$ cat config.mk
export PLATFORM = sky130hd
export DESIGN_NAME = sprite_rle_row_decoder
export DESIGN_NICKNAME = d
export VERILOG_FILES = /design/src/rtl/srd_pkg.sv /design/src/rtl/sprite_rle_row_decoder.sv
export SDC_FILE = /design/constraint.sdc
export NUM_CORES = 1
export LEC_CHECK = 0
export BUFFER_PORTS_ARGS = -buffer_cell sky130_fd_sc_hd__buf_2
export CAP_MARGIN = 10
export CORE_MARGIN = 2
export CORE_UTILIZATION = 55
export DETAILED_ROUTE_END_ITERATION = 7
export GPL_ROUTABILITY_DRIVEN = 0
export PLACE_DENSITY = 0.76
export SYNTH_ARGS = -nofsm -noshare
export SYNTH_HDL_FRONTEND = slang
export SYNTH_SLANG_ARGS = --single-unit
$ cat constraint.sdc
create_clock -name clk -period 4.38 [get_ports clk]
set_input_delay 0.438 -clock clk [delete_from_list [all_inputs] [get_ports clk]]
set_output_delay 0.438 -clock clk [all_outputs]
set_load 0.01 [all_outputs]
$ cat src/rtl/srd_pkg.sv
// package for the sprite rle row decoder
// holds the decode phase type, field widths and the result record; no dependencies
`timescale 1ns / 1ps

package srd_pkg;

    localparam int MAX_WIDTH = 4096;
    localparam int COL_W     = $clog2(MAX_WIDTH);
    localparam int BYTE_W    = 8;

    localparam logic [BYTE_W-1:0] ROW_DELIM = 8'hFF;

    typedef enum logic [1:0] {
        PH_SKIP  = 2'd0,
        PH_COUNT = 2'd1,
        PH_RUN   = 2'd2
    } phase_t;

    typedef struct packed {
        logic              pixel_valid;
        logic [COL_W-1:0]  column;
        logic [BYTE_W-1:0] pixel_value;
        logic              row_end;
        logic              row_error;
    } result_t;

endpackage

$ cat src/rtl/sprite_rle_row_decoder.sv
// top level of the sprite rle row decoder: input register, decode step, result register
// depends on srd_pkg
`timescale 1ns / 1ps

// Decodes one sprite row from a stream of encoded bytes, one byte per request.
// A row is a series of pairs: a skip count (transparent pixels, never written),
// an opaque count, then that many palette bytes. 0xFF where a skip count is
// expected ends the row. Every opaque byte whose column is below row_width
// gives one result with pixel_valid set; bytes past the width are consumed and
// dropped. A request with row_last set ends the row: the result carries
// row_end, and row_error when the row stopped after a lone skip count or with
// opaque bytes still owed. Requests that neither write a pixel nor end the row
// give no result. After a row end the decoder starts a fresh row at column 0.
// Flow: a request goes into an input register, is decoded from there, and its
// result is registered in the output register; a blocked output register holds
// the byte in the input register. One request is taken every cycle as long as
// the output register is empty or being drained; the single decode stage with
// its column/run state is the only loop. row_width is to be written with
// cfg_write/cfg_data only while the decoder is idle; the block does not enforce
// this. Reset value of row_width is 64.
module sprite_rle_row_decoder
    import srd_pkg::*;
(
    input  logic              clk,
    input  logic              rst_n,

    // configuration
    input  logic              cfg_write,
    input  logic [COL_W-1:0]  cfg_data,

    // encoded byte requests
    input  logic              in_valid,
    output logic              in_ready,
    input  logic [BYTE_W-1:0] data_byte,
    input  logic              row_last,

    // pixel write / row end results
    output logic              out_valid,
    input  logic              out_ready,
    output logic              pixel_valid,
    output logic [COL_W-1:0]  column,
    output logic [BYTE_W-1:0] pixel_value,
    output logic              row_end,
    output logic              row_error
);

    localparam logic [COL_W-1:0] WIDTH_RESET = COL_W'(64);

    // configuration register
    logic [COL_W-1:0]  width_reg;

    // input register
    logic              s1_valid_reg;
    logic [BYTE_W-1:0] s1_byte_reg;
    logic              s1_last_reg;

    // row state
    phase_t            phase_reg, phase_next;
    logic [COL_W-1:0]  col_reg, col_next;
    logic [BYTE_W-1:0] run_reg, run_next;

    // output register
    logic              out_valid_reg;
    result_t           res_reg, res_next;
    logic              has_result;

    logic              s1_advance;
    logic              s1_fire;
    logic [COL_W:0]    skip_sum;
    logic [BYTE_W-1:0] run_dec;
    logic              end_row;

    // decode stage moves whenever the output slot can take a result
    assign s1_advance = !out_valid_reg || out_ready;
    assign s1_fire    = s1_valid_reg && s1_advance;
    assign in_ready   = !s1_valid_reg || s1_advance;

    assign skip_sum = {1'b0, col_reg} + {{(COL_W+1-BYTE_W){1'b0}}, s1_byte_reg};
    assign run_dec  = run_reg - BYTE_W'(1);

    // one decode step on the registered byte
    always_comb
    begin
        phase_next = phase_reg;
        col_next   = col_reg;
        run_next   = run_reg;
        res_next   = '0;
        end_row    = 1'b0;
        unique case (phase_reg)
            PH_COUNT:
            begin
                run_next   = s1_byte_reg;
                phase_next = (s1_byte_reg == '0) ? PH_SKIP : PH_RUN;
                if (s1_last_reg)
                begin
                    end_row            = 1'b1;
                    res_next.row_error = (s1_byte_reg != '0);
                end
            end
            PH_RUN:
            begin
                if (col_reg < width_reg)
                begin
                    res_next.pixel_valid = 1'b1;
                    res_next.column      = col_reg;
                    res_next.pixel_value = s1_byte_reg;
                    col_next             = col_reg + COL_W'(1);
                end
                run_next = run_dec;
                if (run_dec == '0)
                begin
                    phase_next = PH_SKIP;
                end
                if (s1_last_reg)
                begin
                    end_row            = 1'b1;
                    res_next.row_error = (run_dec != '0);
                end
            end
            default:
            begin
                // skip count, also the unused phase code
                if (s1_byte_reg == ROW_DELIM)
                begin
                    end_row = 1'b1;
                end
                else
                begin
                    col_next   = (skip_sum > {1'b0, width_reg}) ? width_reg
                                                                : skip_sum[COL_W-1:0];
                    phase_next = PH_COUNT;
                    if (s1_last_reg)
                    begin
                        end_row            = 1'b1;
                        res_next.row_error = 1'b1;
                    end
                end
            end
        endcase
        res_next.row_end = end_row;
        // row end brings the row state back to its start
        if (end_row)
        begin
            phase_next = PH_SKIP;
            col_next   = '0;
            run_next   = '0;
        end
    end

    assign has_result = res_next.pixel_valid || res_next.row_end;

    always_ff @(posedge clk or negedge rst_n)
    begin
        if (!rst_n)
        begin
            width_reg <= WIDTH_RESET;
        end
        else if (cfg_write)
        begin
            width_reg <= cfg_data;
        end
    end

    always_ff @(posedge clk or negedge rst_n)
    begin
        if (!rst_n)
        begin
            s1_valid_reg <= 1'b0;
        end
        else if (in_ready)
        begin
            s1_valid_reg <= in_valid;
        end
    end

    always_ff @(posedge clk)
    begin
        if (in_valid && in_ready)
        begin
            s1_byte_reg <= data_byte;
            s1_last_reg <= row_last;
        end
    end

    always_ff @(posedge clk or negedge rst_n)
    begin
        if (!rst_n)
        begin
            phase_reg <= PH_SKIP;
            col_reg   <= '0;
            run_reg   <= '0;
        end
        else if (s1_fire)
        begin
            phase_reg <= phase_next;
            col_reg   <= col_next;
            run_reg   <= run_next;
        end
    end

    always_ff @(posedge clk or negedge rst_n)
    begin
        if (!rst_n)
        begin
            out_valid_reg <= 1'b0;
        end
        else if (s1_advance)
        begin
            out_valid_reg <= s1_valid_reg && has_result;
        end
    end

    always_ff @(posedge clk)
    begin
        if (s1_fire && has_result)
        begin
            res_reg <= res_next;
        end
    end

    assign out_valid   = out_valid_reg;
    assign pixel_valid = res_reg.pixel_valid;
    assign column      = res_reg.column;
    assign pixel_value = res_reg.pixel_value;
    assign row_end     = res_reg.row_end;
    assign row_error   = res_reg.row_error;

    // a shown result is never empty
    a_result_nonempty: assert property (@(posedge clk) disable iff (!rst_n)
        out_valid |-> (pixel_valid || row_end))
        else $error("empty result shown");

    // an error only comes with a row end
    a_error_with_end: assert property (@(posedge clk) disable iff (!rst_n)
        (out_valid && row_error) |-> row_end)
        else $error("row_error without row_end");

    // a decoded row end leaves the row state cleared
    a_row_restart: assert property (@(posedge clk) disable iff (!rst_n)
        (s1_fire && end_row) |=> (phase_reg == PH_SKIP && col_reg == '0 && run_reg == '0))
        else $error("row state not cleared after row end");

    // backpressure only when the input register holds a waiting byte
    a_stall_cause: assert property (@(posedge clk) disable iff (!rst_n)
        !in_ready |-> (s1_valid_reg && out_valid_reg && !out_ready))
        else $error("input stalled without a blocked result");

    // a stalled byte in the input register does not touch the row state
    a_state_hold: assert property (@(posedge clk) disable iff (!rst_n)
        !s1_fire |=> ($stable(col_reg) && $stable(run_reg) && $stable(phase_reg)))
        else $error("row state moved without a decode step");

endmodule

# Word level (Yosys, flattened, before mapping)
# Cells that the tools add are included.
# classes
n_addsub	3
n_lt_le_gt_ge	2
eq_ne	8
n_mux	21
reduce_logical	19
# op_table
op	count
$mux W12	4
$mux W21	2
$pmux W12 S2	1
$logic_not A8 Y1	2
$pmux W8 S2	1
$reduce_bool A8 Y1	2
$add A12 B8 Y13	1
$gt A13 B12 Y1	1
$add A12 B1 Y12 const B	1
$lt A12 B12 Y1	1
$eq A8 B8 Y1 const B	1
$mux W2	4
$mux W8	1
$sub A8 B1 Y8 const B	1
$mux W1	6
$ne A3 B3 Y1 const B	2
$logic_and A1 B1 Y1	4
$ne A4 B2 Y1 const B	1
$pmux W2 S2	1
$reduce_and A2 Y1	2
$reduce_and A4 Y1	1
$logic_or A1 B1 Y1	3
$ne A3 B2 Y1 const B	1
$reduce_and A3 Y1	1
7 further kinds	8
# totals
elab_cells	66
inputBits	26
regBits	68

# Longest topological paths before layout
# Gate-level depths: netlist of run 1.
# depth
depth_word	6
mapped_depth	18
ltp_nobuf	17

# Worst setup path after synthesis of run 1
# Ideal clock, no wire load.
# synth_timing
path_kind	reg-to-reg
from	register col_reg[0]
to	register col_reg[3]
setup_slack_ns	0.453
t_arrival_ns	3.806
path_stages_with_launch	18
path_buffers	1
path_cell_list	dfrtp_1 ha_1 inv_1 fa_1 nor2b_1 o2111ai_1 nand3_1 nand4_1 xnor2_1 ha_1 a21o_1 a21oi_2 or4b_4 a32oi_4 buf_6 nor2_2 a211o_1 a32o_1
# synth_between
elab_chain_cells	6
elab_cells_between_ends	11
cone_classes	add/sub: 2; order compare: 2; eq/ne: 1; mux: 5; reduce/logical: 1
# synth_lines
item	line	source
start: declaration	sprite_rle_row_decoder.sv:59	logic [COL_W-1:0] col_reg, col_next;
start signal: assignment	sprite_rle_row_decoder.sv:196	col_reg <= col_next;
$add A12 B8 Y13	sprite_rle_row_decoder.sv:78	assign skip_sum = {1'b0, col_reg} + {{(COL_W+1-BYTE_W){1'b0}}, s1_byte_reg};
$gt A13 B12 Y1	sprite_rle_row_decoder.sv:129	col_next = (skip_sum > {1'b0, width_reg}) ? width_reg
$mux W12	sprite_rle_row_decoder.sv:129	
$mux W12	sprite_rle_row_decoder.sv:123	if (s1_byte_reg == ROW_DELIM)
$pmux W12 S2	sprite_rle_row_decoder.sv:89	unique case (phase_reg)
$mux W12	sprite_rle_row_decoder.sv:142	if (end_row)
# Parallel ways exist; a longest one is shown, timed or not. The select of a mux whose other input is x is not followed.
# A chain may end at the register's enable or synchronous reset.

# Final worst setup path of run 1
# layout_timing
from	register s1_byte_reg[0]
to	register col_reg[2]
# layout_between
elab_chain_cells	6
elab_cells_between_ends	13
cone_classes	add/sub: 1; order compare: 1; eq/ne: 4; mux: 6; reduce/logical: 1
# layout_lines
item	line	source
start: declaration	sprite_rle_row_decoder.sv:54	logic [BYTE_W-1:0] s1_byte_reg;
start signal: assignment	sprite_rle_row_decoder.sv:180	s1_byte_reg <= data_byte;
$add A12 B8 Y13	sprite_rle_row_decoder.sv:78	
$gt A13 B12 Y1	sprite_rle_row_decoder.sv:129	
$mux W12	sprite_rle_row_decoder.sv:129	
$mux W12	sprite_rle_row_decoder.sv:123	
$pmux W12 S2	sprite_rle_row_decoder.sv:89	
$mux W12	sprite_rle_row_decoder.sv:142	
# Parallel ways exist; a longest one is shown, timed or not. The select of a mux whose other input is x is not followed.

==> results of run 1 <==
worst max-delay path: cells and delay by family, from the launching register on:
| family | cells | cell delay [ns] |
|---|---|---|
| simple gates | 5 | 1.06 |
| fa+ha+maj | 3 | 0.93 |
| buf+inv | 2 | 0.26 |
| xor+xnor | 1 | 0.19 |
| compound gates | 7 | 1.32 |
| flops | 1 | 0.41 |
repair_timing:
action                     4_1_cts  5_1_grt
setup buffers                    0        7
setup endpoints to repair        0       12
resized for setup                0        5
cell families after synthesis:
| group | synth area share (%) |
|---|---|
| AOI/OAI and AO/OA | 17.4 |
| xor gates and xnor gates | 2.49 |
| adders and majority gates | 11.2 |
| buffers and inverters | 4.16 |
| DFF | 44.2 |
| muxes | 1.04 |
| and+or+nand+nor | 19.6 |
area by class of cell:
cell class / count / area [µm²]
Multi-Input combinational cell: 327 / 2200
Inverter: 25 / 93.8
Clock inverter: 4 / 71.3
Fill cell: 573 / 2440
Timing Repair Buffer: 67 / 385
Sequential cell: 68 / 1860
Clock buffer: 12 / 155
Tap cell: 99 / 124
through the flow:
stage / util, % / setup WS [ns] / area [µm²] / setup TNS (ns) / std cells
after floorplan: - / 0.453 / 4220 / 0 / 439
after global placement: 62.5 / 0.261 / 4580 / 0 / 579
after detailed placement: 62.5 / 0.0568 / 4580 / 0 / 579
after CTS: 65.6 / 0.0195 / 4810 / 0 / 595
after global routing: 66.7 / -0.0641 / 4890 / -0.285 / 602
final: 66.7 / 0.0816 / 4890 / 0 / 602
cell usage in the layout, fill, tap and decap left out, drive strengths merged, types with 4 or more instances in the layout:
master	count
or4	4
ha	36
a21o	4
nor3	8
nor2	29
o31ai	4
o21ai	48
nor2b	4
a21oi	32
edfxtp	32
buf	67
nand3	10
nand2	38
clkbuf	12
and2	5
xnor2	12
and3	27
a22o	6
nand4	5
dfrtp	35
nand2b	6
nand3b	6
inv	25
worst paths after layout:
check                      slack (ns)                  endpoint                     start  depth (start not counted)
setup / recovery                 0.08    col_reg[2]$_DFFE_PN0P_  s1_byte_reg[0]$_DFFE_PP_                         18
hold / removal                   0.19  width_reg[2]$_DFFE_PN0P_                     rst_n                          1
setup reg to reg                 0.08    col_reg[2]$_DFFE_PN0P_  s1_byte_reg[0]$_DFFE_PP_                         18
hold reg to reg                  0.54    run_reg[3]$_DFFE_PN0P_    run_reg[3]$_DFFE_PN0P_                          2
max in group asynchronous        3.62    run_reg[1]$_DFFE_PN0P_                     rst_n                          1
min in group clk                 0.26     s1_last_reg$_DFFE_PP_                  row_last                          1
power breakdown:
| group | internal, mW | total, mW | switching, mW |
|---|---|---|---|
| Sequential | 0.795 | 0.947 | 0.152 |
| Combinational | 0.674 | 1.58 | 0.902 |
| Clock | 0.350 | 0.591 | 0.240 |
per-layer routing:
metal  routed length, µm  global-route usage, %  vias to the layer above  share of wire (%)
met3                 995                   5.89                       18                9.8
met5                   0                      0                        -                  0
li1                    -                      -                     1720                  -
met1                4280                   36.6                     1677                 42
met2                4720                   38.9                      198                 46
met4                 194                   9.34                        0                1.9
==> results.sh, run 1 <==
export IMPL_status="complete, but fails checks"
export IMPL_violations="design-rule violations"
export IMPL_cts_tree="built"
export IMPL_numCtsBuffers=9
export IMPL_chipHeight_um=91.5
export IMPL_wl_per_cell_um=16.9
export IMPL_grt_pass1_vias=3363
export IMPL_power_mw=3.11
export IMPL_maxCapViolations=0
export IMPL_synth_flop_cell="dfrtp_1"
export IMPL_path_cells="ha_1 -> inv_1 -> fa_1 -> nor2b_1 -> o2111ai_2 -> nand3_2 -> nand4_1 -> xnor2_2 -> ha_1 -> a21o_1 -> a21oi_2 -> or4b_4 -> a32oi_4 -> buf_8 -> nor2_1 -> a21oi_1 -> o22ai_1 -> a22o_1"
export IMPL_syn_avg_cell_area_um2=9.60
export IMPL_cpPeakStageDelay_ns=0.48
export IMPL_nNetsFinal=561
export IMPL_antenna_found_initial=0
export IMPL_viasPerCell=6.00
export IMPL_synth_top_area_share_pct=22.8
export IMPL_via_count=3613
export IMPL_crit_fanout=17
export IMPL_min_period_ns=4.30
export IMPL_hold_path_class="in -> async"
export IMPL_fmax_mhz=233
export IMPL_drt_pass1_iterations=7
export IMPL_cp_start_kind="flop"
export IMPL_worst_pin_slew_ns=0.946
export IMPL_grt_overflow_total=0
export IMPL_synth_area_leaders="edfxtp_1 (23%), dfrtp_1 (21%), ha_1 (11%)"
export IMPL_cp_arrival_ns=4.53
export IMPL_synthesis_nets=502
export IMPL_yosys_area_top_type="edfxtp_1"
export IMPL_skew_ns=0.0145
export IMPL_ys_ff_latch=68
export IMPL_rows=31
export IMPL_wirelength_mm=10.2
export IMPL_ios=51
export IMPL_fin_crit_sh_pct=98.1
export IMPL_ant_nets=0
export IMPL_grt_pass1_wl_mm=17.0
export IMPL_ys_top_cells_by_count="o21ai_0 (48), nand2_1 (38), ha_1 (36)"
export IMPL_synth_edff_count=32
export IMPL_cp_slowest_cell="or4b_4"
export IMPL_yosysWarnings=0
export IMPL_cp_common_cell="ha_1"
export IMPL_cts_htree_levels=3
export IMPL_holdBufCountCts=0
export IMPL_n_antenna_cell=0
export IMPL_fp_dieW_um=91.5
export IMPL_clockBufferDepth=2
export IMPL_required_ns=4.61
export IMPL_start_util_pct=57.5
export IMPL_ys_seq_area_share_pct=44.2
export IMPL_syn_inst=439
export IMPL_cts_root_buf="clkbuf_8"
export IMPL_drt_iter0_drc=406
export IMPL_irDropWorstVdd_uv=300
export IMPL_core_mm2=0.00733
export IMPL_p_leak_nw=2.20
export IMPL_path_class="reg -> reg"
export IMPL_clkLatencyLatePin_ns=0.35
export IMPL_yosys_cell_count_top_type="o21ai_0"
export IMPL_async_flop_share_pct=52.9
export IMPL_syn_to_final_growth_pct=16.0
export IMPL_setup_viol=0
export IMPL_grt_usage_pct=25.9
export IMPL_die_area_mm2=0.00838
export IMPL_drc=1
export IMPL_slew_violations=0
export IMPL_critPathCaptureType="flop"
export IMPL_cts_sinks=68
export IMPL_relSlewSlack_pct=36.4
export IMPL_hold_viol=0
export IMPL_hpwlAfterDp_mm=7.31
export IMPL_p_per_area_mw_per_mm2=637
export IMPL_cts_reportedPaths_clkPinSlew_ns=0.08
export IMPL_drive_gt1_share_pct=18.9
export IMPL_synth_cell_types=54
export IMPL_fin_hold_ws_ns=0.191
export IMPL_grt_max_degree=47
export IMPL_port_buffers=50
export IMPL_netlist_area_mm2=0.00422
No activity file was read; power rests on OpenSTA's default activity.
==> inputs of run 2 (changes only) <==
--- a/config.mk
+++ b/config.mk
@@ -7,7 +7,7 @@
 export LEC_CHECK = 0
 export BUFFER_PORTS_ARGS = -buffer_cell sky130_fd_sc_hd__buf_2
 export CAP_MARGIN = 10
-export CORE_MARGIN = 2
+export CORE_MARGIN = 3
 export CORE_UTILIZATION = 55
 export DETAILED_ROUTE_END_ITERATION = 7
 export GPL_ROUTABILITY_DRIVEN = 0
==> run 2 against run 1 <==
Compared with the run above: the flow now finishes without violations; setup slack improved by 0.22 ns; largest cell class unchanged; register-to-register slack improved by 0.22 ns; clock skew decreased by 0.0073 ns; combinational power decreased by 4%; die area increased by 4.4%; clock power decreased by 16%; clock-buffer cell count decreased by 1; sequential power decreased by 2.1%; global-route usage decreased by 2.2 points; routed wire length decreased by 6.7%; sequential cell count unchanged; highest routed layer unchanged.
==> results.sh, run 2 (synthesis results as in run 1) <==
export IMPL_drive_gt1_share_pct=18.1
export IMPL_post_cts_buffers=0
export IMPL_clockBufferDepth=2
export IMPL_worst_pin_slew_ns=1.13
export IMPL_power_mw=2.95
export IMPL_maxCapViolations=0
export IMPL_placedInstanceArea_mm2=0.00460
export IMPL_fmax_mhz=245
export IMPL_grt_pass1_wl_mm=16.1
export IMPL_drt_iter0_drc=288
export IMPL_cts_htree_levels=3
export IMPL_grt_pass1_vias=3257
export IMPL_via_count=3474
export IMPL_cpLargestDelayFamily="compound AO/OA/AOI/OAI gates"
export IMPL_hold_path_class="in -> async"
export IMPL_viasPerCell=5.82
export IMPL_hold_viol=0
export IMPL_core_mm2=0.00733
export IMPL_wl_per_cell_um=15.9
export IMPL_grt_max_degree=47
export IMPL_slew_violations=0
export IMPL_rsz0062_at_grt="false"
export IMPL_status="complete, no violations"
export IMPL_p_per_area_mw_per_mm2=614
export IMPL_setup_viol=0
export IMPL_cp_start_kind="flop"
export IMPL_start_util_pct=57.5
export IMPL_path_class="reg -> reg"
export IMPL_dp_cells=581
export IMPL_fp_dieW_um=93.5
export IMPL_setup_tns_ns=0
export IMPL_crit_fanout=17
export IMPL_final_cell_mix="buf_2 (50), o21ai_0 (47), nand2_1 (38), ha_1 (36), dfrtp_1 (35)"
export IMPL_min_period_ns=4.08
export IMPL_drt_pass1_iterations=5
export IMPL_clkLatencyLatePin_ns=0.35
export IMPL_cts_tree="built"
export IMPL_cts_root_buf="clkbuf_8"
export IMPL_cts_reportedPaths_clkPinSlew_ns=0.08
export IMPL_grt_overflow_total=0
export IMPL_irDropWorstVdd_uv=281
export IMPL_cp_common_cell="ha_1"
export IMPL_cts_sinks=68
export IMPL_cp_arrival_ns=4.32
export IMPL_skew_ns=0.00721
export IMPL_design_area_mm2=0.00480
export IMPL_stdcell_count=597
export IMPL_numCtsBuffers=9
export IMPL_port_buffers=50
export IMPL_chipHeight_um=93.5
export IMPL_critPathCaptureType="flop"
export IMPL_nNetsFinal=556
export IMPL_cpPeakStageDelay_ns=0.51
export IMPL_p_leak_nw=2.15
export IMPL_antenna_found_initial=0
export IMPL_path_cells="ha_1 -> nor2b_2 -> o2111ai_1 -> nand3_2 -> nand4_1 -> xnor2_1 -> ha_1 -> a21o_1 -> a21oi_2 -> or4b_4 -> a32oi_4 -> buf_8 -> nor2_2 -> a211o_1 -> a32o_1"
export IMPL_crit_buf_inv=1
export IMPL_cp_slowest_cell="edfxtp_1"
export IMPL_die_area_mm2=0.00875
export IMPL_fin_crit_sh_pct=93.1
export IMPL_ios=51
export IMPL_final_common_cell="buf_2"
export IMPL_rows=31
export IMPL_drc=0
export IMPL_grt_usage_pct=23.7
export IMPL_n_antenna_cell=0
export IMPL_syn_to_final_growth_pct=13.9
export IMPL_required_ns=4.62
export IMPL_ant_nets=0
export IMPL_wirelength_mm=9.52
export IMPL_hpwlAfterDp_mm=7.04
export IMPL_relSlewSlack_pct=24.0
-- run 2: final cells by class --
| class | count | area (µm²) |
|---|---|---|
| Tap cell | 99 | 124 |
| Clock buffer | 11 | 131 |
| Timing Repair Buffer | 62 | 348 |
| Sequential cell | 68 | 1860 |
| Clock inverter | 5 | 52.6 |
| Multi-Input combinational cell | 327 | 2190 |
| Inverter | 25 | 93.8 |
| Fill cell | 603 | 2530 |
-- run 2: repair_timing --
item                                    in CTS  in global routing
endpoints found under the setup margin       0                 10
resized for setup                            0                  5
hold buffers                                 0                  0
-- run 2: worst reg2reg max path: stages, from the launching register on --
cell	delay, ns
edfxtp_1	0.51
ha_1	0.40
nor2b_2	0.18
o2111ai_1	0.27
nand3_2	0.18
nand4_1	0.16
xnor2_1	0.15
ha_1	0.28
a21o_1	0.20
a21oi_2	0.14
or4b_4	0.48
a32oi_4	0.27
buf_8	0.20
nor2_2	0.04
a211o_1	0.26
a32o_1	0.24
-- run 2: worst paths after layout --
path / startpoint / endpoint / slack, ns / cells after the start
setup / recovery: s1_byte_reg[2]$_DFFE_PP_ / col_reg[3]$_DFFE_PN0P_ / 0.30 / 15
setup reg to reg: s1_byte_reg[2]$_DFFE_PP_ / col_reg[3]$_DFFE_PN0P_ / 0.30 / 15
hold reg to reg: run_reg[3]$_DFFE_PN0P_ / run_reg[3]$_DFFE_PN0P_ / 0.53 / 2
min in group clk: data_byte[0] / s1_byte_reg[0]$_DFFE_PP_ / 0.26 / 1
max in group asynchronous: rst_n / col_reg[5]$_DFFE_PN0P_ / 3.63 / 1
hold / removal: rst_n / phase_reg[0]$_DFFE_PN0P_ / 0.19 / 1
-- run 2: report_power, final --
part / internal [mW] / switching, mW
Sequential: 0.796 / 0.132
Combinational: 0.666 / 0.856
Clock: 0.260 / 0.238
Total: 1.72 / 1.23
-- run 2: through the flow --
stage / util [%] / hold WS (ns) / setup slack (ns)
3_3_place_gp: 62.8 / 0.512 / 0.328
6_report: 65.5 / 0.193 / 0.300
4_1_cts: 65.3 / 0.237 / 0.178
2_1_floorplan: - / 0.142 / 0.453
5_1_grt: 65.5 / 0.261 / 0.00477
3_5_place_dp: 62.8 / 0.510 / 0.202
-- run 2: layer usage --
layer  vias up  GRT usage, %  part of all wire, %
met5         -             0                    0
met4         0          7.10                  1.7
met3        21          5.15                  6.3
met2       114          38.4                   47
met1      1623          31.9                   45
li1       1716             -                    -
==> inputs of run 3 (changes only) <==
--- a/config.mk
+++ b/config.mk
@@ -5,6 +5,7 @@
 export SDC_FILE = /design/constraint.sdc
 export NUM_CORES = 1
 export LEC_CHECK = 0
+export ABC_AREA = 1
 export BUFFER_PORTS_ARGS = -buffer_cell sky130_fd_sc_hd__buf_2
 export CAP_MARGIN = 10
 export CORE_MARGIN = 3
==> run 3 against run 2 <==
Compared with the run above: clock skew increased by 0.0035 ns; setup slack better by 0.69 ns; synthesized cell count up 28%; global-route usage fell by 0.57 points; via count is 13% higher; final cell count grew 20%; routed wire length rose by 11%; synthesized area increased by 7.9%; first-iteration DRC count decreased by 13%; utilization shrank 1.7 points; die area increased by 7.4%; largest power group unchanged; highest routed layer unchanged.
==> results.sh, run 3 <==
export IMPL_hold_viol=0
export IMPL_drc=0
export IMPL_critPathLaunch="col_reg[0]$_DFFE_PN0P_"
export IMPL_wirelength_mm=10.5
export IMPL_async_flop_share_pct=52.9
export IMPL_synth_edff_count=32
export IMPL_ys_top_cells_by_count="nand2_1 (143), inv_1 (63), nor2_1 (58)"
export IMPL_path_cells="ha_1 -> inv_1 -> fa_1 -> nand3b_1 -> nand2_1 -> nand2_1 -> nand3_1 -> nand2_1 -> xor2_1 -> ha_1 -> a21oi_1 -> nor2_1 -> nor3_4 -> nand2_4 -> nand2_4 -> nand2_2 -> nand3_1 -> nand2_1 -> nand2_1"
export IMPL_cp_slowest_cell="dfrtp_1"
export IMPL_cts_tree="built"
export IMPL_required_ns=4.66
export IMPL_cpLargestDelayFamily="simple AND/OR/NAND/NOR gates"
export IMPL_stdcell_count=719
export IMPL_maxCapViolations=0
export IMPL_syn_to_final_growth_pct=10.6
export IMPL_grt_overflow_total=0
export IMPL_worst_pin_slew_ns=0.889
export IMPL_cp_common_cell="nand2_1"
export IMPL_grt_pass1_vias=3769
export IMPL_slew_violations=0
export IMPL_yosysWarnings=0
export IMPL_cts_resized_gates=0
export IMPL_p_leak_nw=2.47
export IMPL_antenna_found_initial=0
export IMPL_min_period_ns=3.39
export IMPL_hpwlAfterDp_mm=7.93
export IMPL_dp_cells=703
export IMPL_hold_path_class="in -> async"
export IMPL_multi_input_area_mm2=0.00231
export IMPL_skew_ns=0.0107
export IMPL_ys_seq_area_share_pct=41.0
export IMPL_cpPeakStageDelay_ns=0.44
export IMPL_fmax_mhz=295
export IMPL_irDropWorstVdd_uv=224
export IMPL_ant_nets=0
export IMPL_final_cell_mix="nand2_1 (143), inv_1 (63), nor2_1 (58), buf_2 (50)"
export IMPL_start_util_pct=57.6
export IMPL_synthesis_nets=627
export IMPL_rsz0062_at_grt="false"
export IMPL_viasPerCell=5.47
export IMPL_port_buffers=50
export IMPL_placedInstanceArea_mm2=0.00483
export IMPL_cp_arrival_ns=3.67
export IMPL_grt_usage_pct=23.1
export IMPL_cts_reportedPaths_clkPinSlew_ns=0.08
export IMPL_setup_viol=0
export IMPL_ys_ff_latch=68
export IMPL_power_mw=2.79
export IMPL_yosys_cell_count_top_type="nand2_1"
export IMPL_clkLatencyLatePin_ns=0.35
export IMPL_status="complete, no violations"
export IMPL_design_area_mm2=0.00503
export IMPL_wl_per_cell_um=14.6
export IMPL_synth_area_leaders="edfxtp_1 (21%), dfrtp_1 (19%), nand2_1 (12%)"
export IMPL_r2r_start="col_reg[0]$_DFFE_PN0P_"
export IMPL_drt_iter0_drc=252
export IMPL_ios=51
export IMPL_numCtsBuffers=9
export IMPL_syn_inst=564
export IMPL_synth_flop_cell="dfrtp_1"
export IMPL_cts_htree_levels=3
export IMPL_netlist_area_mm2=0.00455
export IMPL_final_common_cell="nand2_1"
export IMPL_yosys_area_top_type="edfxtp_1"
export IMPL_cts_sinks=68
export IMPL_nNetsFinal=675
export IMPL_post_cts_buffers=0
export IMPL_fin_crit_sh_pct=77.5
export IMPL_fp_dieW_um=96.9
export IMPL_holdBufCountCts=0
export IMPL_clockBufferDepth=2
export IMPL_rows=32
export IMPL_drt_pass1_iterations=5
export IMPL_via_count=3930
export IMPL_grt_pass1_wl_mm=17.7
export IMPL_critPathCaptureType="flop"
export IMPL_p_per_area_mw_per_mm2=555
export IMPL_crit_fanout=13
export IMPL_synth_top_area_share_pct=21.1
export IMPL_core_mm2=0.00789
export IMPL_relSlewSlack_pct=40.8
export IMPL_nFillCells=681
export IMPL_chipHeight_um=96.9
export IMPL_n_antenna_cell=0
export IMPL_cts_root_buf="clkbuf_8"
export IMPL_syn_avg_cell_area_um2=8.06
export IMPL_setup_tns_ns=0
export IMPL_synth_cell_types=39
export IMPL_path_class="reg -> reg"
export IMPL_grt_max_degree=37
export IMPL_final_core_util_pct=63.7
export IMPL_cp_start_kind="flop"
export IMPL_seq_area_mm2=0.00186
export IMPL_die_area_mm2=0.00939
export IMPL_drive_gt1_share_pct=17.8
export IMPL_crit_buf_inv=1
==> run 3: worst paths after layout <==
kind	slack, ns	end	cells after the start
worst min-delay path	0.19	col_reg[5]$_DFFE_PN0P_	1
max in group asynchronous	3.61	col_reg[11]$_DFFE_PN0P_	1
min in group clk	0.26	s1_last_reg$_DFFE_PP_	1
worst max-delay path	0.99	col_reg[8]$_DFFE_PN0P_	19
worst max register to register	0.99	col_reg[8]$_DFFE_PN0P_	19
worst min register to register	0.53	phase_reg[0]$_DFFE_PN0P_	2
==> run 3: layer usage <==
| layer | track usage (%) | wire length, µm | up-vias |
|---|---|---|---|
| li1 | - | - | 1930 |
| met1 | 31.2 | 4550 | 1817 |
| met2 | 36.8 | 5010 | 166 |
| met3 | 5.41 | 802 | 17 |
| met4 | 7.56 | 167 | 0 |
| met5 | 0 | 0 | - |
==> run 3: power by group <==
part / switching (mW) / internal, mW
logic: 0.843 / 0.485
registers: 0.147 / 0.785
clock network: 0.263 / 0.266
total: 1.25 / 1.53
==> run 3: logic make-up after synthesis <==
group	count (synthesis)	synth area share [%]
flip-flops	68	41.0
buffers and inverters	86	8.28
adder cells (fa/ha/maj)	37	10.3
AND/OR/NAND/NOR	284	28.9
XOR/XNOR	17	3.27
AO/OA/AOI/OAI	72	8.26
==> run 3: cell type report <==
class	instances	share of cell area, %
Clock buffer	9	2.46
Clock inverter	7	1.47
Inverter	72	5.38
Sequential cell	68	37.1
Tap cell	102	2.54
Timing Repair Buffer	51	5.13
Multi-Input combinational cell	410	46.0
==> run 3: stage by stage <==
stage                     worst slack (ns)  hold WS (ns)
after CTS                             1.03         0.241
after detailed placement              1.06         0.524
after global routing                 0.767         0.251
after global placement                1.15         0.495
after floorplan                       1.44         0.142
final                                0.987         0.191
